$ cat config.mk
export PLATFORM = sky130hd
export DESIGN_NAME = csv_field_splitter
export DESIGN_NICKNAME = d
export VERILOG_FILES = /design/src/design/csvfs_pkg.sv /design/src/design/csvfs_space_ram.sv /design/src/design/csvfs_classify.sv /design/src/design/csv_field_splitter.sv
export VERILOG_INCLUDE_DIRS = /design/src /design/src/design
export SDC_FILE = /design/constraint.sdc
export NUM_CORES = 1
export LEC_CHECK = 0
export BUFFER_PORTS_ARGS = -buffer_cell sky130_fd_sc_hd__buf_4
export CAP_MARGIN = 0
export CORE_ASPECT_RATIO = 0.5
export CORE_MARGIN = 4
export CORE_UTILIZATION = 40
export DETAILED_ROUTE_END_ITERATION = 8
export PLACE_DENSITY = 0.53
export SLEW_MARGIN = 25
export SYNTH_ARGS = -nofsm -noshare
export SYNTH_HDL_FRONTEND = slang
export SYNTH_SLANG_ARGS = --single-unit
$ cat constraint.sdc
create_clock -name clk -period 11.4 [get_ports clk]
set_input_delay 2.85 -clock clk [delete_from_list [all_inputs] [get_ports clk]]
set_output_delay 2.85 -clock clk [all_outputs]
set_load 0.005 [all_outputs]
$ cat src/design/csv_field_splitter_macros.svh
// Assertion macros for the CSV field splitter.
// Each macro expects a signal named clk, and CSVFS_ASSERT also rst_n, in the scope where it is used.
`ifndef CSV_FIELD_SPLITTER_MACROS_SVH
`define CSV_FIELD_SPLITTER_MACROS_SVH

`ifndef SYNTHESIS
// A property that is checked on every clock edge outside reset.
`define CSVFS_ASSERT(name, prop) \
    name: assert property (@(posedge clk) disable iff (!rst_n) prop) \
        else $error("csv_field_splitter assertion failed");
// A property that is also checked while reset is asserted.
`define CSVFS_ASSERT_ALWAYS(name, prop) \
    name: assert property (@(posedge clk) prop) \
        else $error("csv_field_splitter assertion failed");
`else
`define CSVFS_ASSERT(name, prop)
`define CSVFS_ASSERT_ALWAYS(name, prop)
`endif

`endif

$ cat src/design/csvfs_pkg.sv
package csvfs_pkg;

    // Depth of the store that holds inner whitespace of a field.
    localparam int PENDING_DEPTH = 16;
    localparam int ADDR_W = (PENDING_DEPTH > 1) ? $clog2(PENDING_DEPTH) : 1;
    localparam int CNT_W  = $clog2(PENDING_DEPTH + 1);

    // Configuration register indexes and reset values.
    localparam int CFG_IDX_W = 1;
    localparam logic [CFG_IDX_W-1:0] REG_DELIMITER = 1'b0;
    localparam logic [CFG_IDX_W-1:0] REG_QUOTE     = 1'b1;
    localparam logic [7:0] RESET_DELIMITER = 8'd44;
    localparam logic [7:0] RESET_QUOTE     = 8'd34;

    // Input item codes.
    localparam logic MODE_BYTE = 1'b0;
    localparam logic MODE_EOL  = 1'b1;

    // Result kinds.
    typedef enum logic [1:0] {
        KIND_BYTE      = 2'd0,
        KIND_END_FIELD = 2'd1,
        KIND_END_LINE  = 2'd2
    } kind_t;

    // Role of one line byte.
    typedef enum logic [1:0] {
        CLS_QUOTE,
        CLS_DELIM,
        CLS_SPACE,
        CLS_TEXT
    } byte_class_t;

    // Latin-1 whitespace: tab to carriage return, space, NEL and no-break space.
    function automatic logic is_space(input logic [7:0] b);
        is_space = ((b >= 8'd9) && (b <= 8'd13)) || (b == 8'd32)
                   || (b == 8'h85) || (b == 8'hA0);
    endfunction

endpackage

$ cat src/design/csvfs_space_ram.sv
// Pending whitespace store: one write port, one read port, registered read data.
module csvfs_space_ram (
    input  logic                        clk,
    input  logic                        wr_en,
    input  logic [csvfs_pkg::ADDR_W-1:0] wr_addr,
    input  logic [7:0]                  wr_data,
    input  logic                        rd_en,
    input  logic [csvfs_pkg::ADDR_W-1:0] rd_addr,
    output logic [7:0]                  rd_data
);

    logic [7:0] mem [csvfs_pkg::PENDING_DEPTH];
    logic [7:0] rd_data_reg;

    // Write port.
    always_ff @(posedge clk)
    begin
        if (wr_en)
        begin
            mem[wr_addr] <= wr_data;
        end
    end

    // Read port; the data holds until the next read.
    always_ff @(posedge clk)
    begin
        if (rd_en)
        begin
            rd_data_reg <= mem[rd_addr];
        end
    end

    assign rd_data = rd_data_reg;

endmodule

$ cat src/design/csvfs_classify.sv
// Sorts a line byte into quote, delimiter, whitespace or field text.
module csvfs_classify (
    input  logic                   byte_in,
    input  logic [7:0]             data,
    input  logic [7:0]             delimiter,
    input  logic [7:0]             quote,
    input  logic                   quoted,
    output csvfs_pkg::byte_class_t byte_class
);

    // A quote wins over the delimiter when both are the same byte; a delimiter
    // inside quotes is classed like any other byte. byte_in gates the result for end-of-line items.
    always_comb
    begin
        if (!byte_in)
        begin
            byte_class = csvfs_pkg::CLS_TEXT;
        end
        else if (data == quote)
        begin
            byte_class = csvfs_pkg::CLS_QUOTE;
        end
        else if ((data == delimiter) && !quoted)
        begin
            byte_class = csvfs_pkg::CLS_DELIM;
        end
        else if (csvfs_pkg::is_space(data))
        begin
            byte_class = csvfs_pkg::CLS_SPACE;
        end
        else
        begin
            byte_class = csvfs_pkg::CLS_TEXT;
        end
    end

endmodule

$ cat src/design/csv_field_splitter.sv
// CSV field splitter. Feed the bytes of a line (mode 0) and then one end-of-line beat
// (mode 1); fields come out as content bytes, each but the last closed by an end-of-field
// beat, and the line, if it held any byte, by an end-of-line beat, with quotes removed and
// outer whitespace trimmed. Each beat is first registered and then acted on; a beat that
// loads a result waits until the output register is free. A content byte is sent from a
// state of its own, after any held inner whitespace bytes, which are read back one at a
// time through the single read port of the pending whitespace memory. Up to 16 whitespace
// bytes are held per field; beyond that they are dropped and space_overflow is raised until
// the end of the line. The memory needs no clearing after reset. The input is taken while a
// result waits.
`include "csv_field_splitter_macros.svh"

module csv_field_splitter (
    input  logic                           clk,
    input  logic                           rst_n,
    // Configuration writes.
    input  logic                           cfg_we,
    input  logic [csvfs_pkg::CFG_IDX_W-1:0] cfg_index,
    input  logic [7:0]                     cfg_data,
    // Input channel.
    input  logic                           in_valid,
    output logic                           in_ready,
    input  logic                           mode,
    input  logic [7:0]                     in_byte,
    // Output channel.
    output logic                           out_valid,
    input  logic                           out_ready,
    output logic [7:0]                     out_byte,
    output logic [1:0]                     kind,
    output logic                           space_overflow,
    output logic                           last_of_run
);

    typedef enum logic [1:0] {
        S_IDLE,
        S_EXEC,
        S_FLUSH,
        S_LAST
    } state_t;

    state_t                      state_reg,     state_next;
    logic [7:0]                  delim_reg,     delim_next;
    logic [7:0]                  quote_reg,     quote_next;
    logic                        mode_reg,      mode_next;
    logic [7:0]                  byte_reg,      byte_next;
    logic                        quoted_reg,    quoted_next;
    logic                        started_reg,   started_next;
    logic                        nonempty_reg,  nonempty_next;
    logic                        overflow_reg,  overflow_next;
    logic [csvfs_pkg::CNT_W-1:0] count_reg,     count_next;
    logic [csvfs_pkg::CNT_W-1:0] flush_idx_reg, flush_idx_next;
    logic                        out_valid_reg, out_valid_next;
    logic [7:0]                  out_byte_reg,  out_byte_next;
    csvfs_pkg::kind_t            kind_reg,      kind_next;
    logic                        out_ovf_reg,   out_ovf_next;
    logic                        last_reg,      last_next;

    logic                          out_free;
    logic                          ram_we;
    logic                          ram_re;
    logic [csvfs_pkg::ADDR_W-1:0]  ram_raddr;
    logic [7:0]                    ram_rd_data;
    csvfs_pkg::byte_class_t        byte_class;

    // Byte classification of the registered beat.
    csvfs_classify u_classify (
        .byte_in    (mode_reg == csvfs_pkg::MODE_BYTE),
        .data       (byte_reg),
        .delimiter  (delim_reg),
        .quote      (quote_reg),
        .quoted     (quoted_reg),
        .byte_class (byte_class)
    );

    // Pending whitespace store; writes and reads never overlap in time.
    csvfs_space_ram u_space_ram (
        .clk     (clk),
        .wr_en   (ram_we),
        .wr_addr (count_reg[csvfs_pkg::ADDR_W-1:0]),
        .wr_data (byte_reg),
        .rd_en   (ram_re),
        .rd_addr (ram_raddr),
        .rd_data (ram_rd_data)
    );

    assign out_free = !out_valid_reg || out_ready;
    assign in_ready = (state_reg == S_IDLE);

    // Next-state logic: configuration, beat capture, field tracking and output loading.
    always_comb
    begin
        state_next     = state_reg;
        delim_next     = delim_reg;
        quote_next     = quote_reg;
        mode_next      = mode_reg;
        byte_next      = byte_reg;
        quoted_next    = quoted_reg;
        started_next   = started_reg;
        nonempty_next  = nonempty_reg;
        overflow_next  = overflow_reg;
        count_next     = count_reg;
        flush_idx_next = flush_idx_reg;
        out_valid_next = out_valid_reg && !out_ready;
        out_byte_next  = out_byte_reg;
        kind_next      = kind_reg;
        out_ovf_next   = out_ovf_reg;
        last_next      = last_reg;
        ram_we         = 1'b0;
        ram_re         = 1'b0;
        ram_raddr      = flush_idx_reg[csvfs_pkg::ADDR_W-1:0];

        if (cfg_we)
        begin
            unique case (cfg_index)
                csvfs_pkg::REG_DELIMITER: delim_next = cfg_data;
                csvfs_pkg::REG_QUOTE:     quote_next = cfg_data;
                default:                  ;
            endcase
        end

        unique case (state_reg)
            S_IDLE:
            begin
                if (in_valid)
                begin
                    mode_next  = mode;
                    byte_next  = in_byte;
                    state_next = S_EXEC;
                end
            end

            S_EXEC:
            begin
                if (mode_reg == csvfs_pkg::MODE_EOL)
                begin
                    if (!nonempty_reg || out_free)
                    begin
                        if (nonempty_reg)
                        begin
                            out_valid_next = 1'b1;
                            out_byte_next  = 8'd0;
                            kind_next      = csvfs_pkg::KIND_END_LINE;
                            out_ovf_next   = overflow_reg;
                            last_next      = 1'b1;
                        end
                        quoted_next   = 1'b0;
                        started_next  = 1'b0;
                        nonempty_next = 1'b0;
                        overflow_next = 1'b0;
                        count_next    = '0;
                        state_next    = S_IDLE;
                    end
                end
                else
                begin
                    unique case (byte_class)
                        csvfs_pkg::CLS_QUOTE:
                        begin
                            quoted_next   = !quoted_reg;
                            nonempty_next = 1'b1;
                            state_next    = S_IDLE;
                        end
                        csvfs_pkg::CLS_DELIM:
                        begin
                            if (out_free)
                            begin
                                out_valid_next = 1'b1;
                                out_byte_next  = 8'd0;
                                kind_next      = csvfs_pkg::KIND_END_FIELD;
                                out_ovf_next   = overflow_reg;
                                last_next      = 1'b1;
                                started_next   = 1'b0;
                                count_next     = '0;
                                nonempty_next  = 1'b1;
                                state_next     = S_IDLE;
                            end
                        end
                        csvfs_pkg::CLS_SPACE:
                        begin
                            nonempty_next = 1'b1;
                            if (started_reg)
                            begin
                                if (count_reg < csvfs_pkg::CNT_W'(csvfs_pkg::PENDING_DEPTH))
                                begin
                                    ram_we     = 1'b1;
                                    count_next = count_reg + 1'b1;
                                end
                                else
                                begin
                                    overflow_next = 1'b1;
                                end
                            end
                            state_next = S_IDLE;
                        end
                        csvfs_pkg::CLS_TEXT:
                        begin
                            nonempty_next = 1'b1;
                            if (count_reg != '0)
                            begin
                                // Start reading the held whitespace from the first entry.
                                ram_re         = 1'b1;
                                ram_raddr      = '0;
                                flush_idx_next = csvfs_pkg::CNT_W'(1);
                                state_next     = S_FLUSH;
                            end
                            else
                            begin
                                state_next = S_LAST;
                            end
                        end
                        default: ;
                    endcase
                end
            end

            S_FLUSH:
            begin
                // Send one held whitespace byte and fetch the next one.
                if (out_free)
                begin
                    out_valid_next = 1'b1;
                    out_byte_next  = ram_rd_data;
                    kind_next      = csvfs_pkg::KIND_BYTE;
                    out_ovf_next   = overflow_reg;
                    last_next      = 1'b0;
                    if (flush_idx_reg == count_reg)
                    begin
                        state_next = S_LAST;
                    end
                    else
                    begin
                        ram_re         = 1'b1;
                        flush_idx_next = flush_idx_reg + 1'b1;
                    end
                end
            end

            S_LAST:
            begin
                // Send the content byte itself, which closes the run.
                if (out_free)
                begin
                    out_valid_next = 1'b1;
                    out_byte_next  = byte_reg;
                    kind_next      = csvfs_pkg::KIND_BYTE;
                    out_ovf_next   = overflow_reg;
                    last_next      = 1'b1;
                    started_next   = 1'b1;
                    count_next     = '0;
                    state_next     = S_IDLE;
                end
            end

            default: state_next = S_IDLE;
        endcase
    end

    // State, configuration and output registers.
    always_ff @(posedge clk or negedge rst_n)
    begin
        if (!rst_n)
        begin
            state_reg     <= S_IDLE;
            delim_reg     <= csvfs_pkg::RESET_DELIMITER;
            quote_reg     <= csvfs_pkg::RESET_QUOTE;
            quoted_reg    <= 1'b0;
            started_reg   <= 1'b0;
            nonempty_reg  <= 1'b0;
            overflow_reg  <= 1'b0;
            count_reg     <= '0;
            flush_idx_reg <= '0;
            out_valid_reg <= 1'b0;
        end
        else
        begin
            state_reg     <= state_next;
            delim_reg     <= delim_next;
            quote_reg     <= quote_next;
            quoted_reg    <= quoted_next;
            started_reg   <= started_next;
            nonempty_reg  <= nonempty_next;
            overflow_reg  <= overflow_next;
            count_reg     <= count_next;
            flush_idx_reg <= flush_idx_next;
            out_valid_reg <= out_valid_next;
        end
    end

    // Beat and result payload registers.
    always_ff @(posedge clk)
    begin
        mode_reg     <= mode_next;
        byte_reg     <= byte_next;
        out_byte_reg <= out_byte_next;
        kind_reg     <= kind_next;
        out_ovf_reg  <= out_ovf_next;
        last_reg     <= last_next;
    end

    assign out_valid      = out_valid_reg;
    assign out_byte       = out_byte_reg;
    assign kind           = kind_reg;
    assign space_overflow = out_ovf_reg;
    assign last_of_run    = last_reg;

    // The fill count never passes the depth of the store.
    `CSVFS_ASSERT(a_count_bound, count_reg <= csvfs_pkg::CNT_W'(csvfs_pkg::PENDING_DEPTH))
    // While flushing, the read pointer stays within the held bytes.
    `CSVFS_ASSERT(a_flush_range, (state_reg == S_FLUSH) |-> ((count_reg != '0) && (flush_idx_reg <= count_reg) && (flush_idx_reg != '0)))
    // Field and line ends carry a zero byte and always close their run.
    `CSVFS_ASSERT(a_end_beat, (out_valid && (kind != csvfs_pkg::KIND_BYTE)) |-> ((out_byte == 8'd0) && last_of_run))
    // An accepted beat is worked on before the next one is taken.
    `CSVFS_ASSERT(a_one_at_a_time, (in_valid && in_ready) |=> !in_ready)

endmodule
# [After elaboration in Yosys (flattened, before gate mapping)]
# Memories as Yosys holds them, arrays and structs flattened. A register that Yosys moved wholly into a read port is not among the register bits.
# Cells that the tools add are included.
[totals] in_bits=23 ff_bits=54 output_inout_bits=14 mem_count=1 mem_bits_rw=128
[classes] n_lt_le_gt_ge=3 addsub=2 n_reduce_logical=39 n_bitwise=1 n_eq_ne=31 muxes=90
[memory_table] name="u_space_ram.mem" depth=16 width=8 read_ports=1 rd_clocked_by_memory_dff=1 write_ports=1 line_no="csvfs_space_ram.sv:12" source="logic [7:0] mem [csvfs_pkg::PENDING_DEPTH];"
[ops] cell="$mux 8" n=7
[ops] cell="$mux 5" n=10
[ops] cell="$mux 1" n=41
[ops] cell="$mux 2" n=15
[ops] cell="$pmux 5 s2" n=3
[ops] cell="$pmux 8 s3" n=1
[ops] cell="$reduce_and 5->1" n=4
[ops] cell="$ne 2x2->1 const B" n=9
[ops] cell="$eq 8x8->1" n=2
[ops] cell="$eq 8x8->1 const B" n=2
[ops] cell="$mux 4" n=4
[ops] cell="$ne 3x3->1 const B" n=4
[ops] cell="$reduce_and 6->1" n=2
[ops] cell="$reduce_bool 2->1" n=6
[ops] cell="$add 5x1->5 const B" n=2
[ops] cell="$pmux 1 s2" n=5
[ops] cell="$eq 2x2->1 const B" n=4
[ops] cell="$eq 8x6->1 const B" n=1
[ops] cell="$ge 8x4->1 const B" n=1
[ops] cell="$le 8x4->1 const B" n=1
[ops] cell="$ne 4x4->1 const B" n=2
[ops] cell="$pmux 2 s4" n=1
[ops] cell="$reduce_and 4->1" n=2
[ops] cell="$reduce_and 7->1" n=1
[ops] cell="other kinds (20)" n=36

# [Depth between registers and ports, before layout]
# Gate-level depths: netlist (run 1).
[depth] depth_word=15 mapped_depth=14 ltp_nobuf=11

# [Cells and area by module]
# From an unflattened synthesis (run 1), not the netlist that was laid out.
[unflattened] hier_cells=513 area_unflattened_um2=8321.7
[modules_own_cells] module="csvfs_space_ram" instances=1 cells_each=229 area_each_um2=5227.5
[modules_own_cells] module="csv_field_splitter" instances=1 cells_each=247 area_each_um2=2820.2
[modules_own_cells] module="csvfs_classify" instances=1 cells_each=37 area_each_um2=274.0

# [Least setup slack after synthesis (run 1)]
# OpenSTA, ideal clock, no wires.
[synth_path] path_type="input port to flip-flop" start="input port out_ready" end="register out_byte_reg[0], in the netlist out_byte[0], enable pin" t_arrival_ns=4.902 required_time_ns=10.981 setup_slack_ns=6.079 path_stages=6 cell_sequence="nor2b_1 -> buf_2 -> and2_1 -> o21ai_1 -> nand2_1 -> a2111oi_0"
[synth_between] elab_chain_cells=4 elab_cells_between_ends=7
[synth_lines] item="start: declaration" line_no="csv_field_splitter.sv:27" source="input logic out_ready,"
[synth_lines] item="$logic_or 1x1->1 (*)" line_no="csv_field_splitter.sv:86" source="assign out_free = !out_valid_reg || out_ready;"
[synth_lines] item="$logic_or 1x1->1" line_no="csv_field_splitter.sv:136" source="if (!nonempty_reg || out_free)"
[synth_lines] item="$ne 3x3->1 (no line)"
[synth_lines] item="$reduce_and 7->1 (no line) (*)"
[synth_lines] item="end signal: assignment" line_no="csv_field_splitter.sv:294" source="out_byte_reg <= out_byte_next;"
[synth_lines] item="end: declaration" line_no="csv_field_splitter.sv:53" source="logic [7:0] out_byte_reg, out_byte_next;"
# Mark *: on every way between the ends. The rest lies on a longest branch, timed or not.
# A chain may end at the register's enable or synchronous reset.

# [Worst setup path in the final report (run 1)]
[layout_path] start="register state_reg[0]" end="output port in_ready"
[layout_between] elab_chain_cells=1
[layout_lines] item="start: declaration" line_no="csv_field_splitter.sv:41" source="state_t state_reg, state_next;"
[layout_lines] item="start signal: assignment" line_no="csv_field_splitter.sv:276" source="state_reg <= state_next;"
[layout_lines] item="$logic_not 2->1" line_no="csv_field_splitter.sv:87" source="assign in_ready = (state_reg == S_IDLE);"
[layout_lines] item="end: declaration" line_no="csv_field_splitter.sv:22" source="output logic in_ready,"
# No other way between the ends.

==> impl_results.md, run 1 <==
- Critical path startpoint: state_reg[0]
- Async SR Flop Fraction: 0.174
- Most frequent cell after synthesis: edfxtp_1
- # DRC: 0
- Largest Register: u_space_ram.mem
- CTS root buf: clkbuf_16
- Pleak: 3.42 nW
- HPWL after DPL: 12.8 mm
- Tmin final: 4.44 ns
- Worst-margin pin slew: 0.950 ns
- CTS tree: done
- Post-CTS Setup Inserts: 0
- Top post-synthesis cells by count: edfxtp_1 (157), nor2_1 (36), dfrtp_1 (28)
- WHS Path Cells: 1
- Placer congestion estimate: 0.771
- Int Power: 1.39 mW
- Area growth syn-to-layout: 12.7%
- Rows: 37
- # hold bufs at CTS: 0
- Full die area: 24300 um^2
- CP required: 8.55 ns
- Run status: complete, no violations
- Dpl cell area: 9170 um^2
- Pins over their slew limit: 0
- Tot Pwr: 2.06 mW
- Sw Ratio: 0.326
- Drt via density: 5.45
- Worst R2R Path Depth: 11
- RSZ-0062 raised after global routing: no
- Syn Inst Count: 610
- Chip width: 216 um
- Sink Count: 190
- Hold_ws: 0.529 ns
- Worst reg2reg startpoint: byte_reg[7]
- Final clock skew: 0.0108 ns
- Final hold violations: 0
- F_max: 0.225 GHz
- Num ports: 37
- Reg2reg setup slack: 7.34 ns
- Via count: 5146
- Total CTS buffers: 17
- Final instance area: 9780 um^2
- Final net count: 675
- Register bit total from synthesis: 190
- Initial antenna violation count: 0
- Max-cap viol count: 0
- Post-synth top flop: edfxtp_1
- DR iter-0 viols: 466
- Post-synthesis sequential area ratio: 0.639
- # fillers: 1889
- Clock group share of total power: 0.285
- Synth area leader: edfxtp_1
- ANT cells: 0
- Post-synth EDFFs: 157
- Clock-pin slew on the worst setup and hold paths: 0.07 ns
- Post-DRT Antenna Nets: 0
- Synthesized area: 8680 um^2
- Avg Cell Area, Syn: 14.2 um^2
- Worst Hold Endpoint: quote_reg[6]
- Die Height: 112 um
- Final WS setup: 6.96 ns
- WL/cell: 21.1 um
- Pre-CTS setup slack: 6.17 ns
- WS Path Type: reg -> out
- CTS resizes: 0
- Final wirelength: 19.9 mm
- Share of cells above drive strength 1: 0.233
- VDD IR max: 0.111 mV
- Global-route wire length before repair: 31.3 mm
- Ranking of synthesized cells by area: edfxtp_1 (54%), dfrtp_1 (8.1%), mux2_2 (3.4%), mux4_2 (2.3%), xor2_1 (2.0%)
- Post-Syn Nets: 646
- Critical path capture point type: primary output
- Largest net degree at the start of global routing: 45
- Type of origin of the critical path: flop
- Crit-path max FO: 10
- Worst skew pair latency: 0.43 ns
- Logic pwr share: 0.283
- Drt pass-1 iters: 5
- Hold path start: quote_reg[6]
- H-Tree Depth: 4
- Worst hold path class: reg -> reg
- Final Cycle Share: 0.389
- Vias in the first global route: 5169
- Max reg flops: 128
- PwrDens: 210 nW/um^2
- Sequential Power Share: 0.431
- Final setup vio count: 0
- Starting density of the core: 0.415
- Reg-to-reg endpoint: u_space_ram.mem[15][1]
- Setup TNS: 0 ns
- Clk buf depth: 2
- Top cell type's share of synthesized area: 0.543
- Slew HR: 0.367
- P_sw: 0.671 mW
- Yosys cell types: 74
- Core Area: 20900 um^2
- Synth warn: 0
- Grt ovf: 0
- # port buffers: 36
- Tot GR Track Use: 0.169
- WP data arrival: 1.59 ns
## power by group through the flow
stage	registers, mW	logic (mW)	clock network [mW]
2_1_floorplan	0.908	0.399	0
3_3_place_gp	0.902	0.579	0
3_5_place_dp	0.902	0.582	0
4_1_cts	0.888	0.583	0.600
5_1_grt	0.895	0.640	0.630
6_report	0.887	0.583	0.587
## stage by stage
| stage | cells | util |
|---|---|---|
| finish | 944 | 0.467 |
| global route | 944 | 0.467 |
| CTS | 944 | 0.466 |
| detailed placement | 912 | 0.438 |
| global placement | 912 | 0.438 |
| floorplan | 610 | - |
## worst max-delay path, cell delays in order, from the launching register on
cell	delay, ns
dfrtp_1	0.43
inv_1	0.13
ha_1	0.42
buf_4	0.19
## layer usage
layer | vias up | part of all wire | wire length (um) | GRT usage
met4 | 0 | 0.015 | 295 | 0.0460
met1 | 2572 | 0.50 | 9920 | 0.249
li1 | 2404 | - | - | -
met2 | 148 | 0.43 | 8480 | 0.246
met3 | 22 | 0.061 | 1220 | 0.0484
met5 | - | 0 | 0 | 0
## kinds of logic (layout without fill, tap and decap cells)
family,after synthesis,after routing,synth area share
compound gates,135,135,0.114
mux,46,46,0.0698
xor+xnor,21,21,0.0221
buf+inv,56,98,0.0369
simple gates,149,149,0.0998
flops,190,190,0.639
fa+ha+maj,13,13,0.0187
## worst max-delay path by stage
stage	to	slack, ns	cells past startpoint
final	in_ready	6.96	3
after global routing	out_byte[5]	6.78	6
after CTS	out_byte[7]	6.66	6
after detailed placement	out_byte[7]	6.17	6
after global placement	out_byte[1]	6.31	6
after floorplan	out_byte[0]	6.08	6
## cell type report
class | count | area (um^2) | share of cell area
Inverter | 19 | 71.3 | 0.00729
Clock buffer | 17 | 425 | 0.0435
Sequential cell | 190 | 5550 | 0.567
Timing Repair Buffer | 47 | 353 | 0.0361
Multi-Input combinational cell | 364 | 2860 | 0.292
Tap cell | 292 | 365 | 0.0374
Clock inverter | 15 | 159 | 0.0162
## layout by cell type (no fill, tap or decap), types with 3 or more instances in the layout
cell / netlist / final
a22o_1: 10 / 10
o311ai_1: 7 / 7
buf_4: 2 / 47
ha_1: 13 / 12
a31oi_1: 7 / 7
mux2_2: 26 / 26
nor2_1: 36 / 36
nand2b_1: 9 / 9
o21ai_0: 17 / 17
nor3_2: 1 / 5
or2b_1: 5 / 5
o21ai_1: 10 / 10
o311ai_0: 7 / 7
edfxtp_1: 157 / 157
a32o_1: 3 / 3
inv_6: 0 / 4
inv_1: 17 / 17
nand4_1: 3 / 3
clkinvlp_4: 0 / 3
a21oi_1: 22 / 22
o31ai_1: 4 / 4
mux4_2: 9 / 9
dfstp_2: 5 / 5
a41oi_1: 3 / 3
mux2i_1: 11 / 11
nor4_1: 5 / 5
a211oi_1: 9 / 9
and2_2: 7 / 7
nand2_1: 25 / 25
nor3_1: 12 / 8
clkbuf_16: 0 / 17
a22oi_1: 10 / 10
xor2_1: 20 / 20
and2_1: 4 / 4
a31o_1: 7 / 7
dfrtp_1: 28 / 27
nor2b_1: 5 / 5
nand3_1: 18 / 18
(Power assumes the default switching activity.)
==> inputs of run 2 (changes only) <==
- ABC_AREA: not set -> 1
- clock period: 11.4 -> 4.3 ns (I/O delays scaled with it)
==> impl_results.md, run 2 <==
- Avg Cell Area, Syn: 10.5 um^2
- Adder-cell share of the synthesized area: 0.0183
- Int Power: 3.63 mW
- Total CTS buffers: 17
- Global-route wire length before repair: 35.4 mm
- Final hold violations: 0
- Share of cells above drive strength 1: 0.155
- Grt ovf: 0
- Synthesized area: 8880 um^2
- P_sw: 1.86 mW
- Reg2reg setup slack: 0.74 ns
- ANT cells: 0
- Dpl cell area: 9520 um^2
- Clock-pin slew on the worst setup and hold paths: 0.08 ns
- # DRC: 0
- WS Path Type: reg -> reg
- Pins over their slew limit: 0
- Reg-to-reg endpoint: u_space_ram.mem[4][6]
- Placer congestion estimate: 0.841
- Synth Area in Compound Gates: 0.0662
- Multiplexer share of the synthesized area: 0.00127
- Drt via density: 5.14
- Simple-Gate Fraction of Synth Area: 0.203
- CTS root buf: clkbuf_16
- Sink Count: 190
- Die Height: 113 um
- DR iter-0 viols: 551
- Met1 layer usage reported by global route: 0.290
- VDD IR max: 0.405 mV
- Post-synth top flop: edfxtp_1
- Top cell type's share of synthesized area: 0.531
- Slew HR: 0.481
- Post-DRT Antenna Nets: 0
- HPWL after DPL: 14.9 mm
- Ranking of synthesized cells by area: edfxtp_1 (53%), dfrtp_1 (7.9%), nand3_1 (6.6%), nand2_1 (5.7%), inv_1 (4.6%)
- Drt pass-1 iters: 5
- RSZ-0062 raised after global routing: no
- Num ports: 37
- Worst reg2reg startpoint: byte_reg[6]
- Final instance area: 10100 um^2
- Clock group share of total power: 0.298
- Yosys cell types: 42
- Type of origin of the critical path: flop
- CTS resizes: 0
- Worst skew pair latency: 0.44 ns
- WL/cell: 18.6 um
- Vias in the first global route: 5947
- Worst-margin pin slew: 0.775 ns
- Async SR Flop Fraction: 0.174
- Final WS setup: 0.743 ns
- Synth warn: 0
- Register bit total from synthesis: 190
- F_max: 0.281 GHz
- Area growth syn-to-layout: 14.0%
- Tot GR Track Use: 0.190
- Post-Synth XOR/XNOR Area: 0.0168
- Commonest non-fill, non-tap cell in the layout: edfxtp_1
- Worst R2R Path Depth: 11
- Met2 usage: 0.273
- Post-CTS Setup Inserts: 0
- Full die area: 24800 um^2
- Logic pwr share: 0.267
- Starting density of the core: 0.409
- Final Cycle Share: 0.827
- Largest Register: u_space_ram.mem
- Final core area utilization: 0.466
- Rows: 38
- Clk buf depth: 2
- Pleak: 4.03 nW
- Sequential Power Share: 0.435
- Pre-CTS setup slack: 0.736 ns
- M3 GR Usage: 0.0539
- Largest family of logic cells by synthesized area: simple AND/OR/NAND/NOR gates
- Most frequent cell after synthesis: edfxtp_1
- Crit-path max FO: 19
- # fillers: 2026
- Via count: 6179
- GR peak layer: met1
- Post-synthesis sequential area ratio: 0.625
- Tmin final: 3.56 ns
- Max-cap viol count: 0
- # hold bufs at CTS: 0
- Post-synth EDFFs: 157
- # port buffers: 36
- Run status: complete, no violations
- Final setup vio count: 0
- WP data arrival: 3.63 ns
- Top post-synthesis cells by count: edfxtp_1 (157), nand2_1 (134), nand3_1 (117)
- Largest net degree at the start of global routing: 59
- Critical path capture point type: flop
- CP required: 4.37 ns
- WHS Path Cells: 1
- Hold path start: quoted_reg
- PwrDens: 542 nW/um^2
- CTS tree: done
- Sw Ratio: 0.339
- Synth area leader: edfxtp_1
- Worst hold path class: reg -> reg
- Post-Syn Nets: 881
- Final net count: 924
- Final wirelength: 22.4 mm
- Max reg flops: 128
- Critical path startpoint: byte_reg[6]
- Most frequent cells in the layout: edfxtp_1 (157), nand2_1 (134), nand3_1 (117)
- Syn Inst Count: 845
- Setup TNS: 0 ns
- Initial antenna violation count: 0
- Core Area: 21700 um^2
- Worst Hold Endpoint: quoted_reg
- Final clock skew: 0.0110 ns
- H-Tree Depth: 4
- Chip width: 219 um
-- run 2: power by group through the flow --
| stage | Combinational, mW | Clock, mW | Sequential, mW |
|---|---|---|---|
| 6_report | 1.46 | 1.63 | 2.39 |
| 3_5_place_dp | 1.47 | 0 | 2.43 |
| 3_3_place_gp | 1.46 | 0 | 2.43 |
| 2_1_floorplan | 0.976 | 0 | 2.38 |
| 5_1_grt | 1.64 | 1.74 | 2.41 |
| 4_1_cts | 1.47 | 1.67 | 2.39 |
-- run 2: metal layers --
layer	part of all wire	vias to the layer above
li1	-	2975
met1	0.50	3023
met2	0.43	163
met3	0.064	18
met4	0.0075	0
met5	0	-
-- run 2: cell families after synthesis --
family | Yosys count
XOR/XNOR | 17
flip-flops | 190
multiplexers | 1
buffers and inverters | 148
adder cells (fa/ha/maj) | 13
AO/OA/AOI/OAI | 94
AND/OR/NAND/NOR | 382
-- run 2: layout make-up --
class                   instances  area (um^2)  area share
multi-input cells             507         2710       0.268
clock buffers                  17          425      0.0420
flip-flops and latches        190         5550       0.548
clock inverters                15          179      0.0177
inverters                     112          420      0.0415
repair buffers                 60          463      0.0457
well taps                     300          375      0.0371
-- run 2: critical path, cell delays in order, from the launching register on --
cell and delay (ns):
edfxtp_1 0.74, xnor2_1 0.18, nand4_1 0.09, or2_2 0.31, nand2_1 0.07, nand2_1 0.09
inv_1 0.10, ha_1 0.19, nand2_1 0.07, nor3_1 0.48, nand2_1 0.21, nor2_1 0.64
-- run 2: stage by stage --
stage	hold slack (ns)	power, mW	cells
floorplan	0.448	3.36	845
global placement	0.482	3.89	1169
detailed placement	0.483	3.90	1169
CTS	0.493	5.53	1201
global route	0.523	5.79	1201
finish	0.496	5.49	1201
-- run 2: worst max-delay path by stage --
stage                                   to  slack (ns)  depth (start not counted)
floorplan           u_space_ram.mem[15][0]        1.13                         11
global placement    u_space_ram.mem[10][5]        0.80                         11
detailed placement  u_space_ram.mem[10][5]        0.74                         11
CTS                 u_space_ram.mem[10][5]        0.71                         11
global route        u_space_ram.mem[10][5]        0.25                         11
finish               u_space_ram.mem[4][6]        0.74                         11
